$ cat config.mk
export PLATFORM = sky130hd
export DESIGN_NAME = brick_to_raster_voxel_scatter_top
export DESIGN_NICKNAME = d
export VERILOG_FILES = /design/src/design/btr_pkg.sv /design/src/design/btr_ctrl.sv /design/src/design/btr_dpath.sv /design/src/design/brick_to_raster_voxel_scatter_top.sv
export SDC_FILE = /design/constraint.sdc
export NUM_CORES = 2
export LEC_CHECK = 0
export BUFFER_PORTS_ARGS = -buffer_cell sky130_fd_sc_hd__buf_4
export CAP_MARGIN = 5
export CORE_MARGIN = 2
export CORE_UTILIZATION = 65
export DETAILED_ROUTE_END_ITERATION = 16
export GPL_ROUTABILITY_DRIVEN = 0
export PLACE_DENSITY = 0.84
export SLEW_MARGIN = 20
export SYNTH_ARGS = -nofsm -noshare
export SYNTH_HDL_FRONTEND = slang
export SYNTH_HIERARCHICAL = 1
export SYNTH_SLANG_ARGS = --single-unit
$ cat constraint.sdc
create_clock -name clk -period 32.7 [get_ports clk]
set_input_delay 3.27 -clock clk [delete_from_list [all_inputs] [get_ports clk]]
set_output_delay 3.27 -clock clk [all_outputs]
set_load 0.005 [all_outputs]
$ cat src/design/btr_pkg.sv
// Shared types and constants for the brick-to-raster voxel scatter block.
// Used by btr_ctrl, btr_dpath and brick_to_raster_voxel_scatter_top.
`default_nettype none

package btr_pkg;

	localparam int MAX_EXTENT_DEF = 1024;

	// brick geometry: 8 voxels per edge
	localparam int BRICK_LOG  = 3;
	localparam int BRICK_EDGE = 1 << BRICK_LOG;

	// configuration port
	localparam int CFG_W     = 11;
	localparam int CFG_IDX_W = 2;

	localparam logic [CFG_IDX_W-1:0] REG_EXTENT_X = 2'd0;
	localparam logic [CFG_IDX_W-1:0] REG_EXTENT_Y = 2'd1;
	localparam logic [CFG_IDX_W-1:0] REG_EXTENT_Z = 2'd2;

	// item field widths
	localparam int BYTE_W  = 8;
	localparam int COORD_W = 10;
	localparam int ADDR_W  = 30;
	localparam int COUNT_W = 31;
	localparam int SUM_W   = 38;
	localparam int SQSUM_W = 46;

	// accumulator widths (sum and square sum one bit wider than their outputs, count as wide as its output)
	localparam int CNT_ST_W = 31;
	localparam int SUM_ST_W = 39;
	localparam int SQ_ST_W  = 47;

	typedef logic [BRICK_LOG-1:0] ib_t;

	// controller -> datapath
	typedef struct packed {
		logic load;     // accept the input item, advance position
		logic row_en;   // y + extent_y * z
		logic addr_en;  // x + extent_x * row
		logic push;     // move finished result into the output register
	} btr_cmd_t;

	// datapath -> controller
	typedef struct packed {
		logic keep;      // current position lies inside the extents
		logic out_free;  // output register empty or being taken
	} btr_stat_t;

endpackage

`default_nettype wire

$ cat src/design/btr_ctrl.sv
// Controller state machine of the voxel scatter block.
// Depends on btr_pkg; drives btr_dpath through btr_cmd_t.
`default_nettype none

module btr_ctrl (
	input  wire logic               clk,
	input  wire logic               arst_n,
	input  wire logic               in_valid,
	output logic                    in_ready,
	input  wire btr_pkg::btr_stat_t stat,
	output btr_pkg::btr_cmd_t       cmd
);
	import btr_pkg::*;

	typedef enum logic [1:0] {
		ST_IDLE,
		ST_ROW,
		ST_ADDR,
		ST_PUSH
	} state_t;

	state_t state_q;

	always_ff @(posedge clk or negedge arst_n) begin
		if (!arst_n) begin
			state_q <= ST_IDLE;
		end else begin
			unique case (state_q)
				ST_IDLE: begin
					// padding voxels give no item and stay here
					if (in_valid && stat.keep) begin
						state_q <= ST_ROW;
					end
				end
				ST_ROW: begin
					state_q <= ST_ADDR;
				end
				ST_ADDR: begin
					state_q <= ST_PUSH;
				end
				ST_PUSH: begin
					if (stat.out_free) begin
						state_q <= ST_IDLE;
					end
				end
				default: begin
					state_q <= ST_IDLE;
				end
			endcase
		end
	end

	always_comb begin
		in_ready    = (state_q == ST_IDLE);
		cmd         = '0;
		cmd.load    = in_ready && in_valid;
		cmd.row_en  = (state_q == ST_ROW);
		cmd.addr_en = (state_q == ST_ADDR);
		cmd.push    = (state_q == ST_PUSH) && stat.out_free;
	end

endmodule

`default_nettype wire

$ cat src/design/btr_dpath.sv
// Datapath of the voxel scatter block: extents, brick position counters,
// accumulators, the two address multiplies and the output register. Uses btr_pkg.
`default_nettype none

module btr_dpath #(
	parameter int MAX_EXTENT = btr_pkg::MAX_EXTENT_DEF
) (
	input  wire logic                            clk,
	input  wire logic                            arst_n,
	input  wire logic                            cfg_we,
	input  wire logic [btr_pkg::CFG_IDX_W-1:0]   cfg_index,
	input  wire logic [btr_pkg::CFG_W-1:0]       cfg_data,
	input  wire btr_pkg::btr_cmd_t               cmd,
	output btr_pkg::btr_stat_t                   stat,
	input  wire logic [btr_pkg::BYTE_W-1:0]      voxel_byte,
	input  wire logic                            out_ready,
	output logic                                 out_valid,
	output logic [btr_pkg::COORD_W-1:0]          coord_x,
	output logic [btr_pkg::COORD_W-1:0]          coord_y,
	output logic [btr_pkg::COORD_W-1:0]          coord_z,
	output logic [btr_pkg::ADDR_W-1:0]           raster_address,
	output logic [btr_pkg::BYTE_W-1:0]           density,
	output logic [btr_pkg::COUNT_W-1:0]          voxel_count,
	output logic [btr_pkg::SUM_W-1:0]            byte_sum,
	output logic [btr_pkg::SQSUM_W-1:0]          square_sum,
	output logic                                 last_voxel
);
	import btr_pkg::*;

	localparam int CRD_W = $clog2(MAX_EXTENT);
	localparam int EXT_W = CRD_W + 1;
	localparam int BRK_W = (CRD_W > BRICK_LOG) ? CRD_W - BRICK_LOG : 1;
	localparam int POS_W = BRK_W + BRICK_LOG;
	localparam int CMP_W = (EXT_W > POS_W) ? EXT_W : POS_W;
	localparam int SQ_W  = 2 * BYTE_W;
	localparam int ZP_W  = EXT_W + POS_W;
	localparam ib_t IB_LAST = ib_t'(BRICK_EDGE - 1);

	// clamped extents
	logic [EXT_W-1:0] ex_q, ey_q, ez_q;
	logic [EXT_W-1:0] cfg_clamped;

	always_comb begin
		if (cfg_data == '0) begin
			cfg_clamped = EXT_W'(1);
		end else if (32'(cfg_data) > MAX_EXTENT) begin
			cfg_clamped = EXT_W'(MAX_EXTENT);
		end else begin
			cfg_clamped = EXT_W'(cfg_data);
		end
	end

	always_ff @(posedge clk or negedge arst_n) begin
		if (!arst_n) begin
			ex_q <= EXT_W'(1);
			ey_q <= EXT_W'(1);
			ez_q <= EXT_W'(1);
		end else if (cfg_we) begin
			unique case (cfg_index)
				REG_EXTENT_X: ex_q <= cfg_clamped;
				REG_EXTENT_Y: ey_q <= cfg_clamped;
				REG_EXTENT_Z: ez_q <= cfg_clamped;
				default: ;
			endcase
		end
	end

	// position in brick order
	ib_t              ibx_q, iby_q, ibz_q;
	logic [BRK_W-1:0] bx_q, by_q, bz_q;
	logic [POS_W-1:0] x, y, z;

	assign x = {bx_q, ibx_q};
	assign y = {by_q, iby_q};
	assign z = {bz_q, ibz_q};

	logic [EXT_W-1:0] nbx, nby, nbz;
	logic             bx_more, by_more, bz_more;
	logic             brick_end, map_end;
	logic             keep, last;

	assign nbx = (ex_q + EXT_W'(BRICK_EDGE - 1)) >> BRICK_LOG;
	assign nby = (ey_q + EXT_W'(BRICK_EDGE - 1)) >> BRICK_LOG;
	assign nbz = (ez_q + EXT_W'(BRICK_EDGE - 1)) >> BRICK_LOG;

	assign bx_more = (EXT_W'(bx_q) + EXT_W'(1)) < nbx;
	assign by_more = (EXT_W'(by_q) + EXT_W'(1)) < nby;
	assign bz_more = (EXT_W'(bz_q) + EXT_W'(1)) < nbz;

	assign brick_end = (ibx_q == IB_LAST) && (iby_q == IB_LAST) && (ibz_q == IB_LAST);
	assign map_end   = brick_end && !bx_more && !by_more && !bz_more;

	assign keep = (CMP_W'(x) < CMP_W'(ex_q)) && (CMP_W'(y) < CMP_W'(ey_q))
		&& (CMP_W'(z) < CMP_W'(ez_q));
	assign last = (CMP_W'(x) == CMP_W'(ex_q - EXT_W'(1)))
		&& (CMP_W'(y) == CMP_W'(ey_q - EXT_W'(1)))
		&& (CMP_W'(z) == CMP_W'(ez_q - EXT_W'(1)));

	// accumulators
	logic [CNT_ST_W-1:0]  cnt_q, cnt_nx;
	logic [SUM_ST_W-1:0]  sum_q, sum_nx;
	logic [SQ_ST_W-1:0]   sq_q, sq_nx;
	logic [SQ_W-1:0]      byte_sq;

	assign byte_sq = SQ_W'(voxel_byte) * SQ_W'(voxel_byte);
	assign cnt_nx  = keep ? cnt_q + CNT_ST_W'(1) : cnt_q;
	assign sum_nx  = keep ? sum_q + SUM_ST_W'(voxel_byte) : sum_q;
	assign sq_nx   = keep ? sq_q + SQ_ST_W'(byte_sq) : sq_q;

	always_ff @(posedge clk or negedge arst_n) begin
		if (!arst_n) begin
			ibx_q <= '0;
			iby_q <= '0;
			ibz_q <= '0;
			bx_q  <= '0;
			by_q  <= '0;
			bz_q  <= '0;
			cnt_q <= '0;
			sum_q <= '0;
			sq_q  <= '0;
		end else if (cmd.load) begin
			ibx_q <= ibx_q + ib_t'(1);
			if (ibx_q == IB_LAST) begin
				iby_q <= iby_q + ib_t'(1);
				if (iby_q == IB_LAST) begin
					ibz_q <= ibz_q + ib_t'(1);
				end
			end
			if (brick_end) begin
				if (bx_more) begin
					bx_q <= bx_q + BRK_W'(1);
				end else begin
					bx_q <= '0;
					if (by_more) begin
						by_q <= by_q + BRK_W'(1);
					end else begin
						by_q <= '0;
						if (bz_more) begin
							bz_q <= bz_q + BRK_W'(1);
						end else begin
							bz_q <= '0;
						end
					end
				end
			end
			// the map's final byte starts a fresh map
			if (map_end) begin
				cnt_q <= '0;
				sum_q <= '0;
				sq_q  <= '0;
			end else begin
				cnt_q <= cnt_nx;
				sum_q <= sum_nx;
				sq_q  <= sq_nx;
			end
		end
	end

	// stage 1: captured voxel, held until pushed
	logic [POS_W-1:0]    x_s1, y_s1, z_s1;
	logic [BYTE_W-1:0]   val_s1;
	logic [CNT_ST_W-1:0] cnt_s1;
	logic [SUM_ST_W-1:0] sum_s1;
	logic [SQ_ST_W-1:0]  sq_s1;
	logic                last_s1;

	always_ff @(posedge clk) begin
		if (cmd.load && keep) begin
			x_s1    <= x;
			y_s1    <= y;
			z_s1    <= z;
			val_s1  <= voxel_byte;
			cnt_s1  <= cnt_nx;
			sum_s1  <= sum_nx;
			sq_s1   <= sq_nx;
			last_s1 <= last;
		end
	end

	// stage 2: row = y + extent_y * z; stage 3: addr = x + extent_x * row
	logic [ZP_W-1:0]   zprod;
	logic [ADDR_W-1:0] aprod;
	logic [ADDR_W-1:0] row_s2, addr_s3;

	// the address wraps at its width, so only the low product bits matter
	assign zprod = ZP_W'(ey_q) * ZP_W'(z_s1);
	assign aprod = ADDR_W'(ex_q) * row_s2;

	always_ff @(posedge clk) begin
		if (cmd.row_en) begin
			row_s2 <= ADDR_W'(y_s1) + ADDR_W'(zprod);
		end
		if (cmd.addr_en) begin
			addr_s3 <= aprod + ADDR_W'(x_s1);
		end
	end

	// output register
	logic out_valid_q;

	always_ff @(posedge clk or negedge arst_n) begin
		if (!arst_n) begin
			out_valid_q <= 1'b0;
		end else if (cmd.push) begin
			out_valid_q <= 1'b1;
		end else if (out_ready) begin
			out_valid_q <= 1'b0;
		end
	end

	always_ff @(posedge clk) begin
		if (cmd.push) begin
			coord_x        <= COORD_W'(x_s1);
			coord_y        <= COORD_W'(y_s1);
			coord_z        <= COORD_W'(z_s1);
			raster_address <= addr_s3;
			density        <= val_s1;
			voxel_count    <= COUNT_W'(cnt_s1);
			byte_sum       <= SUM_W'(sum_s1);
			square_sum     <= SQSUM_W'(sq_s1);
			last_voxel     <= last_s1;
		end
	end

	assign out_valid     = out_valid_q;
	assign stat.keep     = keep;
	assign stat.out_free = !out_valid_q || out_ready;

endmodule

`default_nettype wire

$ cat src/design/brick_to_raster_voxel_scatter_top.sv
// Top level of the brick-to-raster voxel scatter block.
// Instantiates btr_ctrl and btr_dpath; uses btr_pkg.
//
//   channel   signals                        direction
//   in        in_valid / in_ready            byte stream in, brick order
//   out       out_valid / out_ready          one item per kept voxel
//   cfg       cfg_we / cfg_index / cfg_data  extent registers, write only
//
// A padding voxel is accepted and gives no item. A kept voxel steps through accept,
// y + extent_y*z, x + extent_x*row and hand-off; the two multiplies share no stage.
// The output register lets the next byte in while an item waits; a stalled output
// holds the hand-off step. Reset clears the position, accumulators and output
// valid; extents reset to 1.
`default_nettype none

module brick_to_raster_voxel_scatter_top #(
	parameter int MAX_EXTENT = btr_pkg::MAX_EXTENT_DEF
) (
	input  wire logic                          clk,
	input  wire logic                          arst_n,
	input  wire logic                          cfg_we,
	input  wire logic [btr_pkg::CFG_IDX_W-1:0] cfg_index,
	input  wire logic [btr_pkg::CFG_W-1:0]     cfg_data,
	input  wire logic                          in_valid,
	output logic                               in_ready,
	input  wire logic [btr_pkg::BYTE_W-1:0]    voxel_byte,
	output logic                               out_valid,
	input  wire logic                          out_ready,
	output logic [btr_pkg::COORD_W-1:0]        coord_x,
	output logic [btr_pkg::COORD_W-1:0]        coord_y,
	output logic [btr_pkg::COORD_W-1:0]        coord_z,
	output logic [btr_pkg::ADDR_W-1:0]         raster_address,
	output logic [btr_pkg::BYTE_W-1:0]         density,
	output logic [btr_pkg::COUNT_W-1:0]        voxel_count,
	output logic [btr_pkg::SUM_W-1:0]          byte_sum,
	output logic [btr_pkg::SQSUM_W-1:0]        square_sum,
	output logic                               last_voxel
);
	import btr_pkg::*;

	btr_cmd_t  cmd;
	btr_stat_t stat;

	btr_ctrl u_ctrl (
		.clk      (clk),
		.arst_n   (arst_n),
		.in_valid (in_valid),
		.in_ready (in_ready),
		.stat     (stat),
		.cmd      (cmd)
	);

	btr_dpath #(
		.MAX_EXTENT (MAX_EXTENT)
	) u_dpath (
		.clk            (clk),
		.arst_n         (arst_n),
		.cfg_we         (cfg_we),
		.cfg_index      (cfg_index),
		.cfg_data       (cfg_data),
		.cmd            (cmd),
		.stat           (stat),
		.voxel_byte     (voxel_byte),
		.out_ready      (out_ready),
		.out_valid      (out_valid),
		.coord_x        (coord_x),
		.coord_y        (coord_y),
		.coord_z        (coord_z),
		.raster_address (raster_address),
		.density        (density),
		.voxel_count    (voxel_count),
		.byte_sum       (byte_sum),
		.square_sum     (square_sum),
		.last_voxel     (last_voxel)
	);

`ifndef SYNTHESIS
	// a push never overwrites an item that is still waiting
	a_push_free: assert property (@(posedge clk) disable iff (!arst_n)
		cmd.push |-> (!out_valid || out_ready))
		else $error("push into occupied output register");

	a_push_valid: assert property (@(posedge clk) disable iff (!arst_n)
		cmd.push |=> out_valid)
		else $error("pushed item not presented");

	a_cmd_excl: assert property (@(posedge clk) disable iff (!arst_n)
		$onehot0({cmd.load, cmd.row_en, cmd.addr_en, cmd.push}))
		else $error("controller commands overlap");

	// no new byte while a kept voxel is still in the address chain
	a_no_load_busy: assert property (@(posedge clk) disable iff (!arst_n)
		(cmd.load && stat.keep) |=> !in_ready)
		else $error("input accepted while address chain busy");
`endif

endmodule

`default_nettype wire

==> results.txt <==
Result of the run: finished clean
Die span in x: 250 um
Summed area of non-filler cells in the final layout: 43,500 um^2
Instance count of the mapped netlist: 3,637
Overall routing resource usage: 29.6%
Post-synth EDFFs: 390
Total I/O pin count: 212
Number of buffers created by CTS: 58
Clk_skew: 0.0394 ns
Sinks on Clock Net: 571
CTS tree: built
DR vias: 27,500
Crit Reg-Reg Startpoint: u_dpath/ex_q[4]
CTS clock-pin slew for the worst setup and hold paths: 0.07 ns
Placed cell area: 41,400 um^2
Number of buffers on the longest clock path: 3
Endpoint class of the critical path: register
Average footprint of a synthesized cell: 10.8 um^2
Netlist area before placement: 39,400 um^2
Element type at the critical path start: input port
TNS Setup: 0 ns
Max capacitance violation total: 0
Largest vdd supply drop: 0.0650 mV
Wire length of the first global-routing pass: 147,000 um
Number of buffers added on ports: 211
Standard-cell row count: 90
Dominant synthesized flop cell: edfxtp_1
First-pass DRT Iterations: 6
Post-synthesis net count: 4,220
Depth of the worst hold-timing path: 0
Clock tree root driver cell: clkbuf_16
FF+latch area: 16,200 um^2
Worst-case register-to-register setup slack: 26.26 ns
Normalized max-slew margin: 28.3%
Layout cells sized above 1: 10.7%
Hold worst-path end: u_dpath/byte_sum[3]
PwrDens: 95.7 nW/um^2
CP Data Required Time: 33.08 ns
Top achievable clock speed: 0.123 GHz
Final critical path time including I/O delays and setup: 8.14 ns
Setup violation total in the final timing report: 0
Grt ovf: 0
Clock latency reported for the late side of the worst-skew pair: 0.66 ns
Synth Register Bits: 571
Slew of the pin with the lowest slew margin: 1.08 ns
Sequential share of the synthesized area: 41.3%
Count of hold buffers inserted by post-cts repair: 0
Total power: 4.17 mW
Number of inserted diodes: 0
Final cycle utilization of the critical path: 24.9%
Initial cell density of the core: 65.4%
Startpoint of the most critical hold path: u_dpath/sum_s1[3]
Final HPWL DP: 64,000 um
Initial DRC Count: 2,302
Remaining design rule violation count: 0
Number of cells upsized or downsized after cts: 0
Cell variety after synth: 86
Commonest cells in the synthesized netlist: 522 x inv_1, 390 x edfxtp_1, 361 x nand2_1
Share of the core filled with cells in the final layout: 72.4%
Largest net degree at the start of global routing: 108
Number of levels the H-tree was split into: 2
Cell type contributing the most total cell area after synthesis: edfxtp_1
Post-CTS Setup Bufs: 0
Total Die Area: 62,500 um^2
Final WL: 90,900 um
Reported leakage power: 19.0 nW
Number of antenna violations at the first check in global routing: 1
Placeable core area: 60,100 um^2
Synthesis warning total: 6
Multi-input gate area: 20,500 um^2
Setup repair after global routing missed its margin: false
Type of the setup path with the least slack: input port to register
Placed cell count: 4,484
Biggest area contributors in the synthesized netlist: edfxtp_1 30%, fa_1 16%, dfrtp_1 11%
Biggest fanout along the worst timing path: 19
Worst reg2reg path endpoint: u_dpath/addr_s3[28]
Filler Cells Inserted: 4,089
Average routed wire per standard cell: 19.8 um
Fraction of registers with async set/reset: 31.7%
Area share of the largest cell type after synthesis: 29.8%
Vias in the first global route: 28,000
Synthesis-to-finish area growth: 10.6%
Final max-slew violation count: 0
Remaining number of nets flagged by the antenna check after routing: 0
Min-delay worst type: register to register
Final Instance Count excl. Fillers: 4,594
Cell with the most instances after synthesis: inv_1
Fin. Hold Viols: 0
Arrival time of the worst setup path: 8.52 ns
Y dimension of the die: 250 um
Final layout net count: 4,345
Via/cell ratio: 6.00
Worst-case reg-to-reg path depth: 19
worst max-delay path, cell delays in order:
cell and delay (ns):
buf_4 0.15, and2_1 0.22, inv_1 0.08, fa_1 0.52
inv_1 0.06, fa_1 0.48, fa_1 0.49, inv_1 0.05
fa_1 0.52, inv_1 0.05, ha_1 0.25, nor4_1 0.36
o211ai_1 0.20, o211ai_1 0.17, a21oi_1 0.16, o41ai_2 0.32
buf_4 0.24, or3_1 0.55, nor2_1 0.19, xnor2_1 0.18
cell usage in the layout, fill, tap and decap left out, types with 54 or more instances in the layout:
master       n
xor2_1      63
and2_1     179
nand2_1    361
a21oi_1     84
dfrtp_1    178
clkbuf_16   59
o21ai_0    139
buf_4      239
inv_1      522
ha_1       250
xnor2_1    170
nand3_1     62
nand4_1     54
fa_1       306
nor2_1     132
edfxtp_1   390
flip-flops by register name, summed over array words and instances, names as in the netlist, 11 cells and up:
name,count
u_dpath/square_sum,46
u_dpath/sq_q,46
u_dpath/ey_q,11
u_dpath/cnt_s1,31
u_dpath/sq_s1,46
u_dpath/sum_q,38
u_dpath/raster_address,30
u_dpath/sum_s1,38
u_dpath/voxel_count,31
u_dpath/addr_s3,30
u_dpath/row_s2,22
u_dpath/byte_sum,38
u_dpath/cnt_q,31
u_dpath/ex_q,11
u_dpath/ez_q,11
final cells by class:
cell class | instances | area share (%)
clock inverters | 33 | 1.11
flip-flops and latches | 571 | 37.3
inverters | 523 | 4.51
clock buffers | 77 | 3.66
repair buffers | 240 | 4.15
multi-input cells | 2368 | 47.0
well taps | 782 | 2.25
kinds of logic after synthesis:
family                   count (synthesis)  share of synthesized area [%]
multiplexers                            56                           1.54
AO/OA/AOI/OAI                          470                           8.02
AND/OR/NAND/NOR                       1052                           13.6
buffers and inverters                  698                           6.84
flip-flops                             571                           41.3
XOR/XNOR                               233                           5.19
adder cells (fa/ha/maj)                557                           23.5
layer usage:
metal  GRT usage [%]  part of all wire [%]
met2            47.7                    47
met5               0                 0.014
met3            5.73                   8.8
met1            40.4                    41
met4            11.1                   3.5
how the worst max path moves through the flow:
stage	end	slack (ns)	depth (start not counted)	startpoint
CTS	u_dpath/sq_s1[34]	24.68	20	voxel_byte[0]
global placement	u_dpath/sq_s1[30]	24.13	20	voxel_byte[0]
finish	u_dpath/sq_s1[34]	24.56	20	voxel_byte[0]
global route	u_dpath/sq_s1[22]	24.30	20	voxel_byte[0]
detailed placement	u_dpath/sq_s1[28]	24.04	20	voxel_byte[0]
floorplan	u_dpath/cnt_s1[0]	17.11	6	in_valid
power by group:
group	internal [mW]	switching (mW)	total, mW
Combinational	0.939	1.31	2.25
Clock	0.431	0.286	0.717
Sequential	1.06	0.138	1.20
Total	2.43	1.74	4.17
metrics by stage:
stage | worst slack [ns] | hold slack, ns
detailed placement | 24.04 | 0.405
finish | 24.56 | 0.417
floorplan | 17.11 | 0.400
CTS | 24.68 | 0.419
global placement | 24.13 | 0.400
global route | 24.30 | 0.424
No activity file was read; power rests on OpenSTA's default activity.
